`src/hdl/i2cbs_pkg.sv`:
```
// Shared types and constants for the I2C master bit sequencer.
// No dependencies; the controller, datapath, top level and checker import this package.
package i2cbs_pkg;

    // Bus action codes carried on the command channel
    typedef enum logic [2:0] {
        ACT_START   = 3'd0,
        ACT_STOP    = 3'd1,
        ACT_TX_BYTE = 3'd2,
        ACT_RX_BYTE = 3'd3,
        ACT_TX_ACK  = 3'd4,
        ACT_RX_ACK  = 3'd5
    } action_t;

    // Controller states
    typedef enum logic {
        ST_IDLE,
        ST_RUN
    } state_t;

    // Source of the SDA level for a phase that drives SDA
    typedef enum logic [1:0] {
        SDA_HIGH,
        SDA_LOW,
        SDA_TX,
        SDA_ACK
    } sda_src_t;

    // Width of the phase counter (longest action has 24 phases)
    localparam int PHASE_W = 5;

    // Index of the final phase of each action
    localparam logic [PHASE_W-1:0] PH_START_LAST = 5'd3;
    localparam logic [PHASE_W-1:0] PH_STOP_LAST  = 5'd2;
    localparam logic [PHASE_W-1:0] PH_TX_LAST    = 5'd23;
    localparam logic [PHASE_W-1:0] PH_RX_LAST    = 5'd16;
    localparam logic [PHASE_W-1:0] PH_ACK_LAST   = 5'd2;

    // Controller to datapath command bundle
    typedef struct packed {
        logic     load;      // capture command payload
        logic     step;      // produce one pin phase
        logic     scl_we;
        logic     scl_val;
        logic     sda_we;
        sda_src_t sda_src;
        logic     show_rx;   // present received byte
        logic     show_ack;  // present sampled acknowledge
        logic     last;
    } dp_cmd_t;

    // Datapath to controller status bundle
    typedef struct packed {
        logic slot_free;     // output register can take a phase this cycle
    } dp_stat_t;

endpackage

```
`src/hdl/i2cbs_cmd_if.sv`:
```
// Command channel: one bus action per transfer.
// Depends on nothing.
interface i2cbs_cmd_if;
    logic       valid;
    logic       ready;
    logic [2:0] action;
    logic [7:0] tx_byte;
    logic       ack_out;
    logic [7:0] line_bits;

    modport source (output valid, action, tx_byte, ack_out, line_bits, input ready);
    modport sink   (input valid, action, tx_byte, ack_out, line_bits, output ready);
endinterface

```
`src/hdl/i2cbs_pin_if.sv`:
```
// Pin phase channel: one SCL/SDA phase per transfer.
// Depends on nothing.
interface i2cbs_pin_if;
    logic       valid;
    logic       ready;
    logic       scl;
    logic       sda_out;
    logic [7:0] rx_byte;
    logic       ack_in;
    logic       last;

    modport source (output valid, scl, sda_out, rx_byte, ack_in, last, input ready);
    modport sink   (input valid, scl, sda_out, rx_byte, ack_in, last, output ready);
endinterface

```
`src/hdl/i2cbs_ctrl.sv`:
```
// Sequencer controller: state machine, phase counters and per-phase decode.
// Depends on i2cbs_pkg.
module i2cbs_ctrl
(
    input  logic                clk,
    input  logic                rst_n,
    input  logic                in_valid,
    input  logic [2:0]          in_action,
    output logic                in_ready,
    input  i2cbs_pkg::dp_stat_t stat,
    output i2cbs_pkg::dp_cmd_t  ctl
);
    import i2cbs_pkg::*;

    state_t               state_reg, state_next;
    action_t              action_reg;
    logic [PHASE_W-1:0]   phase_reg;
    logic [1:0]           sub_reg;
    logic                 accept;
    logic                 step;
    logic                 known_action;
    dp_cmd_t              dec;

    assign known_action = (in_action <= 3'(ACT_RX_ACK));
    assign step         = (state_reg == ST_RUN) && stat.slot_free;
    assign in_ready     = (state_reg == ST_IDLE) || (step && dec.last);
    assign accept       = in_valid && in_ready;

    // Decode the pin change for the current phase
    always_comb
    begin
        dec          = '0;
        dec.sda_src  = SDA_HIGH;
        case (action_reg)
            ACT_START:
            begin
                case (phase_reg)
                    5'd0:    begin dec.sda_we = 1'b1; dec.sda_src = SDA_HIGH; end
                    5'd1:    begin dec.scl_we = 1'b1; dec.scl_val = 1'b1; end
                    5'd2:    begin dec.sda_we = 1'b1; dec.sda_src = SDA_LOW; end
                    default: begin dec.scl_we = 1'b1; dec.scl_val = 1'b0; end
                endcase
                dec.last = (phase_reg == PH_START_LAST);
            end
            ACT_STOP:
            begin
                case (phase_reg)
                    5'd0:    begin dec.sda_we = 1'b1; dec.sda_src = SDA_LOW; end
                    5'd1:    begin dec.scl_we = 1'b1; dec.scl_val = 1'b1; end
                    default: begin dec.sda_we = 1'b1; dec.sda_src = SDA_HIGH; end
                endcase
                dec.last = (phase_reg == PH_STOP_LAST);
            end
            ACT_TX_BYTE:
            begin
                case (sub_reg)
                    2'd0:    begin dec.sda_we = 1'b1; dec.sda_src = SDA_TX; end
                    2'd1:    begin dec.scl_we = 1'b1; dec.scl_val = 1'b1; end
                    default: begin dec.scl_we = 1'b1; dec.scl_val = 1'b0; end
                endcase
                dec.last = (phase_reg == PH_TX_LAST);
            end
            ACT_RX_BYTE:
            begin
                if (phase_reg == '0)
                begin
                    dec.sda_we  = 1'b1;
                    dec.sda_src = SDA_HIGH;
                end
                else
                begin
                    dec.scl_we  = 1'b1;
                    dec.scl_val = phase_reg[0];
                end
                dec.last    = (phase_reg == PH_RX_LAST);
                dec.show_rx = dec.last;
            end
            ACT_TX_ACK, ACT_RX_ACK:
            begin
                case (phase_reg)
                    5'd0:
                    begin
                        dec.sda_we  = 1'b1;
                        dec.sda_src = (action_reg == ACT_TX_ACK) ? SDA_ACK : SDA_HIGH;
                    end
                    5'd1:    begin dec.scl_we = 1'b1; dec.scl_val = 1'b1; end
                    default: begin dec.scl_we = 1'b1; dec.scl_val = 1'b0; end
                endcase
                dec.last     = (phase_reg == PH_ACK_LAST);
                dec.show_ack = dec.last && (action_reg == ACT_RX_ACK);
            end
            default: ;
        endcase
    end

    // Next state
    always_comb
    begin
        state_next = state_reg;
        unique case (state_reg)
            ST_IDLE:
            begin
                if (in_valid && known_action)
                    state_next = ST_RUN;
            end
            ST_RUN:
            begin
                if (step && dec.last)
                    state_next = (in_valid && known_action) ? ST_RUN : ST_IDLE;
            end
        endcase
    end

    // Command outputs to the datapath
    always_comb
    begin
        ctl      = dec;
        ctl.load = accept;
        ctl.step = step;
    end

    // State and phase counters
    always_ff @(posedge clk or negedge rst_n)
    begin
        if (!rst_n)
        begin
            state_reg  <= ST_IDLE;
            action_reg <= ACT_START;
            phase_reg  <= '0;
            sub_reg    <= '0;
        end
        else
        begin
            state_reg <= state_next;
            if (accept)
            begin
                action_reg <= action_t'(in_action);
                phase_reg  <= '0;
                sub_reg    <= '0;
            end
            else if (step)
            begin
                phase_reg <= phase_reg + 1'b1;
                sub_reg   <= (sub_reg == 2'd2) ? 2'd0 : sub_reg + 1'b1;
            end
        end
    end

endmodule

```
`src/hdl/i2cbs_dpath.sv`:
```
// Sequencer datapath: bus levels, payload capture and the output register.
// Depends on i2cbs_pkg.
module i2cbs_dpath
(
    input  logic                clk,
    input  logic                rst_n,
    input  i2cbs_pkg::dp_cmd_t  ctl,
    output i2cbs_pkg::dp_stat_t stat,
    input  logic [7:0]          tx_byte,
    input  logic                ack_out,
    input  logic [7:0]          line_bits,
    input  logic                out_ready,
    output logic                out_valid,
    output logic                out_scl,
    output logic                out_sda,
    output logic [7:0]          out_rx_byte,
    output logic                out_ack_in,
    output logic                out_last
);
    import i2cbs_pkg::*;

    logic       scl_level_reg, scl_level_next;
    logic       sda_level_reg, sda_level_next;
    logic       out_valid_reg;
    logic [7:0] tx_reg;
    logic [7:0] lines_reg;
    logic       ack_reg;
    logic       scl_out_reg, sda_out_reg, ack_in_reg, last_reg;
    logic [7:0] rx_out_reg;

    assign stat.slot_free = !out_valid_reg || out_ready;

    // Pin levels after this phase
    always_comb
    begin
        scl_level_next = ctl.scl_we ? ctl.scl_val : scl_level_reg;
        sda_level_next = sda_level_reg;
        if (ctl.sda_we)
        begin
            case (ctl.sda_src)
                SDA_HIGH: sda_level_next = 1'b1;
                SDA_LOW:  sda_level_next = 1'b0;
                SDA_TX:   sda_level_next = tx_reg[7];
                SDA_ACK:  sda_level_next = ack_reg;
                default:  sda_level_next = 1'b1;
            endcase
        end
    end

    // Bus levels and output valid
    always_ff @(posedge clk or negedge rst_n)
    begin
        if (!rst_n)
        begin
            scl_level_reg <= 1'b1;
            sda_level_reg <= 1'b1;
            out_valid_reg <= 1'b0;
        end
        else
        begin
            if (ctl.step)
            begin
                scl_level_reg <= scl_level_next;
                sda_level_reg <= sda_level_next;
                out_valid_reg <= 1'b1;
            end
            else if (out_ready)
                out_valid_reg <= 1'b0;
        end
    end

    // Capture payload, shift data out, load the phase register
    always_ff @(posedge clk)
    begin
        if (ctl.load)
        begin
            tx_reg    <= tx_byte;
            lines_reg <= line_bits;
            ack_reg   <= ack_out;
        end
        else if (ctl.step && ctl.sda_we && (ctl.sda_src == SDA_TX))
            tx_reg <= {tx_reg[6:0], 1'b0};

        if (ctl.step)
        begin
            scl_out_reg <= scl_level_next;
            sda_out_reg <= sda_level_next;
            rx_out_reg  <= ctl.show_rx ? lines_reg : 8'h00;
            ack_in_reg  <= ctl.show_ack && lines_reg[7];
            last_reg    <= ctl.last;
        end
    end

    assign out_valid   = out_valid_reg;
    assign out_scl     = scl_out_reg;
    assign out_sda     = sda_out_reg;
    assign out_rx_byte = rx_out_reg;
    assign out_ack_in  = ack_in_reg;
    assign out_last    = last_reg;

endmodule

```
`src/hdl/i2c_master_bit_sequencer.sv`:
```
// I2C master bit sequencer: one bus action in, one SCL/SDA phase out per cycle.
// Phases per action: start 4, stop 3, send byte 24, receive byte 17, acks 3;
// the phase counter issues one phase per cycle while the output side takes them.
// The first phase passes the controller's action and phase registers, then the output register;
// the next command is taken in the cycle of the final phase. Unused action codes are dropped.
// Reset (rst_n, async low) returns SCL and SDA to released and empties the output.
module i2c_master_bit_sequencer
(
    input logic         clk,
    input logic         rst_n,
    i2cbs_cmd_if.sink   cmd,
    i2cbs_pin_if.source pin
);
    import i2cbs_pkg::*;

    dp_cmd_t  ctl;
    dp_stat_t stat;

    // Sequence control
    i2cbs_ctrl u_ctrl
    (
        .clk       (clk),
        .rst_n     (rst_n),
        .in_valid  (cmd.valid),
        .in_action (cmd.action),
        .in_ready  (cmd.ready),
        .stat      (stat),
        .ctl       (ctl)
    );

    // Pin levels and result register
    i2cbs_dpath u_dpath
    (
        .clk         (clk),
        .rst_n       (rst_n),
        .ctl         (ctl),
        .stat        (stat),
        .tx_byte     (cmd.tx_byte),
        .ack_out     (cmd.ack_out),
        .line_bits   (cmd.line_bits),
        .out_ready   (pin.ready),
        .out_valid   (pin.valid),
        .out_scl     (pin.scl),
        .out_sda     (pin.sda_out),
        .out_rx_byte (pin.rx_byte),
        .out_ack_in  (pin.ack_in),
        .out_last    (pin.last)
    );

endmodule

```
`src/flat_wrapper.sv`:
```
// flat-port wrapper written by rule: the top's interface ports become plain ports
module i2c_master_bit_sequencer_flat import i2cbs_pkg::*;
  (clk, rst_n, cmd_valid, cmd_action, cmd_tx_byte, cmd_ack_out, cmd_line_bits, cmd_ready, pin_valid, pin_scl, pin_sda_out, pin_rx_byte, pin_ack_in, pin_last, pin_ready);
  i2cbs_cmd_if cmd_i ();
  i2cbs_pin_if pin_i ();
  input logic clk;
  input logic rst_n;
  input wire logic [$bits(cmd_i.valid)-1:0] cmd_valid;
  input wire logic [$bits(cmd_i.action)-1:0] cmd_action;
  input wire logic [$bits(cmd_i.tx_byte)-1:0] cmd_tx_byte;
  input wire logic [$bits(cmd_i.ack_out)-1:0] cmd_ack_out;
  input wire logic [$bits(cmd_i.line_bits)-1:0] cmd_line_bits;
  output wire logic [$bits(cmd_i.ready)-1:0] cmd_ready;
  output wire logic [$bits(pin_i.valid)-1:0] pin_valid;
  output wire logic [$bits(pin_i.scl)-1:0] pin_scl;
  output wire logic [$bits(pin_i.sda_out)-1:0] pin_sda_out;
  output wire logic [$bits(pin_i.rx_byte)-1:0] pin_rx_byte;
  output wire logic [$bits(pin_i.ack_in)-1:0] pin_ack_in;
  output wire logic [$bits(pin_i.last)-1:0] pin_last;
  input wire logic [$bits(pin_i.ready)-1:0] pin_ready;
  assign cmd_i.valid = cmd_valid;
  assign cmd_i.action = cmd_action;
  assign cmd_i.tx_byte = cmd_tx_byte;
  assign cmd_i.ack_out = cmd_ack_out;
  assign cmd_i.line_bits = cmd_line_bits;
  assign cmd_ready = cmd_i.ready;
  assign pin_valid = pin_i.valid;
  assign pin_scl = pin_i.scl;
  assign pin_sda_out = pin_i.sda_out;
  assign pin_rx_byte = pin_i.rx_byte;
  assign pin_ack_in = pin_i.ack_in;
  assign pin_last = pin_i.last;
  assign pin_i.ready = pin_ready;
  i2c_master_bit_sequencer u_core (.clk(clk), .rst_n(rst_n), .cmd(cmd_i), .pin(pin_i));
endmodule
```
`config.mk`:
```
export PLATFORM = sky130hd
export DESIGN_NAME = i2c_master_bit_sequencer_flat
export DESIGN_NICKNAME = d
export VERILOG_FILES = /design/src/hdl/i2cbs_pkg.sv /design/src/hdl/i2cbs_cmd_if.sv /design/src/hdl/i2cbs_pin_if.sv /design/src/hdl/i2cbs_ctrl.sv /design/src/hdl/i2cbs_dpath.sv /design/src/hdl/i2c_master_bit_sequencer.sv /design/src/flat_wrapper.sv
export SDC_FILE = /design/constraint.sdc
export NUM_CORES = 1
export LEC_CHECK = 0
export ABC_AREA = 0
export BUFFER_PORTS_ARGS = -buffer_cell sky130_fd_sc_hd__clkbuf_2
export CORE_MARGIN = 2
export CORE_UTILIZATION = 55
export DETAILED_ROUTE_END_ITERATION = 12
export PLACE_DENSITY_LB_ADDON = 0.3
export REMOVE_ABC_BUFFERS = 1
export SLEW_MARGIN = 20
export SYNTH_ARGS = -nofsm -noshare
export SYNTH_HDL_FRONTEND = slang
export SYNTH_HIERARCHICAL = 1
export SYNTH_SLANG_ARGS = --single-unit
```
`constraint.sdc`:
```
create_clock -name clk -period 3.6 [get_ports clk]
set_input_delay 0.18 -clock clk [delete_from_list [all_inputs] [get_ports clk]]
set_output_delay 0.18 -clock clk [all_outputs]
set_load 0.01 [all_outputs]
```
==> summary.md <==
| Metric | Value |
|---|---|
| Mean Syn Cell Area | `about 12 um2` |
| CP required | `approximately 3.6 ns` |
| Pwr Density | `approximately 470 nW/um2` |
| Clock Skews | `0.00290 ns` |
| Cell chain of the critical path | `inv_1 > ha_1 > or4b_4 > or3_1 > a31o_4 > a21oi_2 > a41o_1` |
| Height of the die | `about 68 um` |
| CTS HTree Levels | `2` |
| Routability Congestion | `around 0.89` |
| Initial antenna violation count | `0` |
| Synthesized cell area | `around 2200 um2` |
| Pwr Total | `approximately 0.0012 W` |
| Filler instances | `roughly 320` |
| Grt ovf | `0` |
| Final setup vio count | `0` |
| Register area | `roughly 1200 um2` |
| Layout cells sized above 1 | `0.308` |
| Fin crit period | `~3.2 ns` |
| Drt drc | `0` |
| Mapped Cells | `around 190` |
| WP data arrival | `about 3.1 ns` |
| Clock Latency Late Sink | `0.29 ns` |
| Antenna Cells | `0` |
| DR vias | `approximately 1600` |
| Starting Density | `0.565` |
| VDD IR max | `approximately 0.00027 V` |
| Hpwl dp | `approximately 3000 um` |
| Max Buffers Root-to-Sink | `2` |
| FF-to-FF Start | `u_core/u_ctrl/phase_reg[0]` |
| Sequential area share after synthesis | `0.550` |
| Setup TNS | `0 ns` |
| Reg2Reg Depth | `7` |
| Final WL | `about 4200 um` |
| Hold Path Class | `in2reg` |
| First-pass GRT wire length | `6800 um` |
| Leakage | `between 1 and 1.5 nW` |
| DIE WIDTH | `67.6 um` |
| Via density | `between 5 and 6` |
| R2R setup slack | `0.44 ns` |
| Max Cap Viol | `0` |
| CORE AREA | `~4000 um2` |
| Prevailing post-synth register cell | `edfxtp_1` |
| Row count | `23` |
| Largest net degree at the start of global routing | `19` |
| RSZ-0062 raised after global routing | `false` |
| EDFF count, synth | `29` |
| Clock buffer count from CTS | `5` |
| Clk root buf | `clkbuf_8` |
| Critical Path Sink Type | `flop` |
| CP Class | `reg2reg` |
| CP Max Fanout | `12` |
| Ys Warns | `6` |
| Final nets | `about 250` |
| Worst path max stage delay | `around 0.50 ns` |
| Pins Over Slew Limit | `0` |
| Total die area | `between 4000 and 5000 um2` |
| Crit path from | `u_core/u_ctrl/phase_reg[0]` |
| Vias in the first global route | `about 1400` |
| Cell variety after synth | `52` |
| M1 WL | `approximately 1900 um` |
| DR iter-0 viols | `159` |
| Outcome | `completed` |
| Routed Antenna Nets | `0` |
| Capture point of the critical path | `u_core/u_dpath/tx_reg[7]` |
| Cells after DPL | `between 200 and 300` |
| # port buffers | `37` |
| Crit Reg-Reg Endpoint | `u_core/u_dpath/tx_reg[7]` |
| Top routing layer used | `met4` |
| CP Launch Type | `flop` |
| Slew margin rel. | `0.589` |
| Metal2 WL | `between 1500 and 2000 um` |
| Ports | `38` |
| Fraction of registers with async set/reset | `0.326` |
| Final hold violations | `0` |
| CP max-delay cell | `a21oi_2` |
| Post_cts resized | `0` |
| Clk sinks | `43` |
| # hold bufs at CTS | `1` |
| Min Hold Slack | `between 0.06 and 0.07 ns` |
| Worst Max-Slew Pin Slew | `0.617 ns` |
| CTS tree | `yes` |
| Core Util, Final | `0.636` |
| Synth Register Bits | `43` |
| Area of the multi-input gates | `around 870 um2` |
| DR pass1 iterations | `4` |
| DR WL/cell | `approximately 15 um` |
| Layout Cells excl Fill | `277` |
| Period Utilization, post-route | `0.878` |
| Routed length on met3 | `about 290 um` |
| Area grow syn2layout | `12.6%` |
| Peak Freq | `between 300 and 400 MHz` |
| GRT Overall Usage | `0.203` |
| Setup repair bufs after CTS | `0` |
| Clk slew on worst S/H paths | `roughly 0.080 ns` |
cell usage after synthesis, types with 4 or more instances:
cell | n | area, um2
nand2_1 | 13 | 48.8
inv_1 | 11 | 41.3
nor2_1 | 8 | 30.0
nand2b_1 | 5 | 31.3
nand3_1 | 7 | 35.0
ha_1 | 4 | 50.1
edfxtp_1 | 29 | 871
o21ai_0 | 4 | 20.0
o31ai_1 | 4 | 30.0
nor3_1 | 7 | 35.0
a21oi_1 | 9 | 45.0
and2_1 | 10 | 62.6
mux2_2 | 7 | 78.8
dfrtp_1 | 12 | 300
logic make-up after synthesis:
| family | after synthesis | synth area share |
|---|---|---|
| AOI/OAI and AO/OA | 46 | 0.159 |
| xor gates and xnor gates | 1 | 0.00394 |
| adders and majority gates | 4 | 0.0225 |
| buffers and inverters | 23 | 0.0613 |
| DFF | 43 | 0.550 |
| muxes | 9 | 0.0489 |
| and+or+nand+nor | 63 | 0.155 |
where the power goes:
part / total (W) / switching [W] / internal (W)
clock network: 0.000296 / 0.000161 / 0.000136
registers: 0.000673 / 0.0000812 / 0.000592
logic: 0.000215 / 0.000108 / 0.000107
cell usage in the layout (no fill, tap or decap), types with 3 or more instances in the layout:
cell type | synthesis | layout
dfrtp_1 | 12 | 12
ha_1 | 4 | 4
clkbuf_2 | 0 | 37
inv_1 | 11 | 11
edfxtp_1 | 29 | 29
mux2_2 | 7 | 7
nand2b_1 | 5 | 5
clkbuf_8 | 3 | 5
o211ai_1 | 3 | 3
nand2_1 | 13 | 13
and2_1 | 10 | 10
buf_4 | 3 | 4
nand3_1 | 7 | 7
o21ai_0 | 4 | 4
a21oi_1 | 9 | 8
nor2_1 | 8 | 8
nor3_1 | 7 | 7
a221oi_1 | 3 | 3
o31ai_1 | 4 | 4
stage by stage:
| step | cell area [um2] | setup slack [ns] |
|---|---|---|
| finish | 2510 | 0.438 |
| global route | 2510 | 0.294 |
| CTS | 2510 | 0.426 |
| detailed placement | 2410 | 0.428 |
| global placement | 2410 | 0.473 |
| floorplan | 2130 | 0.219 |
how the worst min path moves through the flow:
| stage | from | endpoint | slack, ns | cells past startpoint |
|---|---|---|---|---|
| floorplan | rst_n | u_core/u_ctrl/action_reg[0] | -0.12 | 0 |
| global placement | rst_n | u_core/u_ctrl/phase_reg[1] | 0.11 | 1 |
| detailed placement | rst_n | u_core/u_ctrl/phase_reg[1] | 0.11 | 1 |
| CTS | cmd_line_bits[1] | u_core/u_dpath/lines_reg[1] | 0.05 | 1 |
| global route | cmd_line_bits[1] | u_core/u_dpath/lines_reg[1] | 0.05 | 1 |
| finish | cmd_line_bits[1] | u_core/u_dpath/lines_reg[1] | 0.06 | 1 |
metal layers:
metal | track usage | vias to the layer above
met5 | 0 | -
met4 | 0.0867 | 0
met3 | 0.0400 | 4
met2 | 0.306 | 53
met1 | 0.286 | 750
li1 | - | 777
worst max-delay path, delay by kind of cell (launching register included):
family,cells,cell delay (ns)
compound gates,3,1.19
simple gates,2,0.94
flops,1,0.46
fa+ha+maj,1,0.13
buf+inv,1,0.11
layout make-up:
cell class	count	share of cell area
sequential	43	0.488
multi-input combinational	123	0.347
inverter	11	0.0165
clock inverter	2	0.00499
clock buffer	6	0.0289
timing repair buffer	42	0.0898
tap	50	0.0250
No activity file was read; power rests on OpenSTA's default activity.
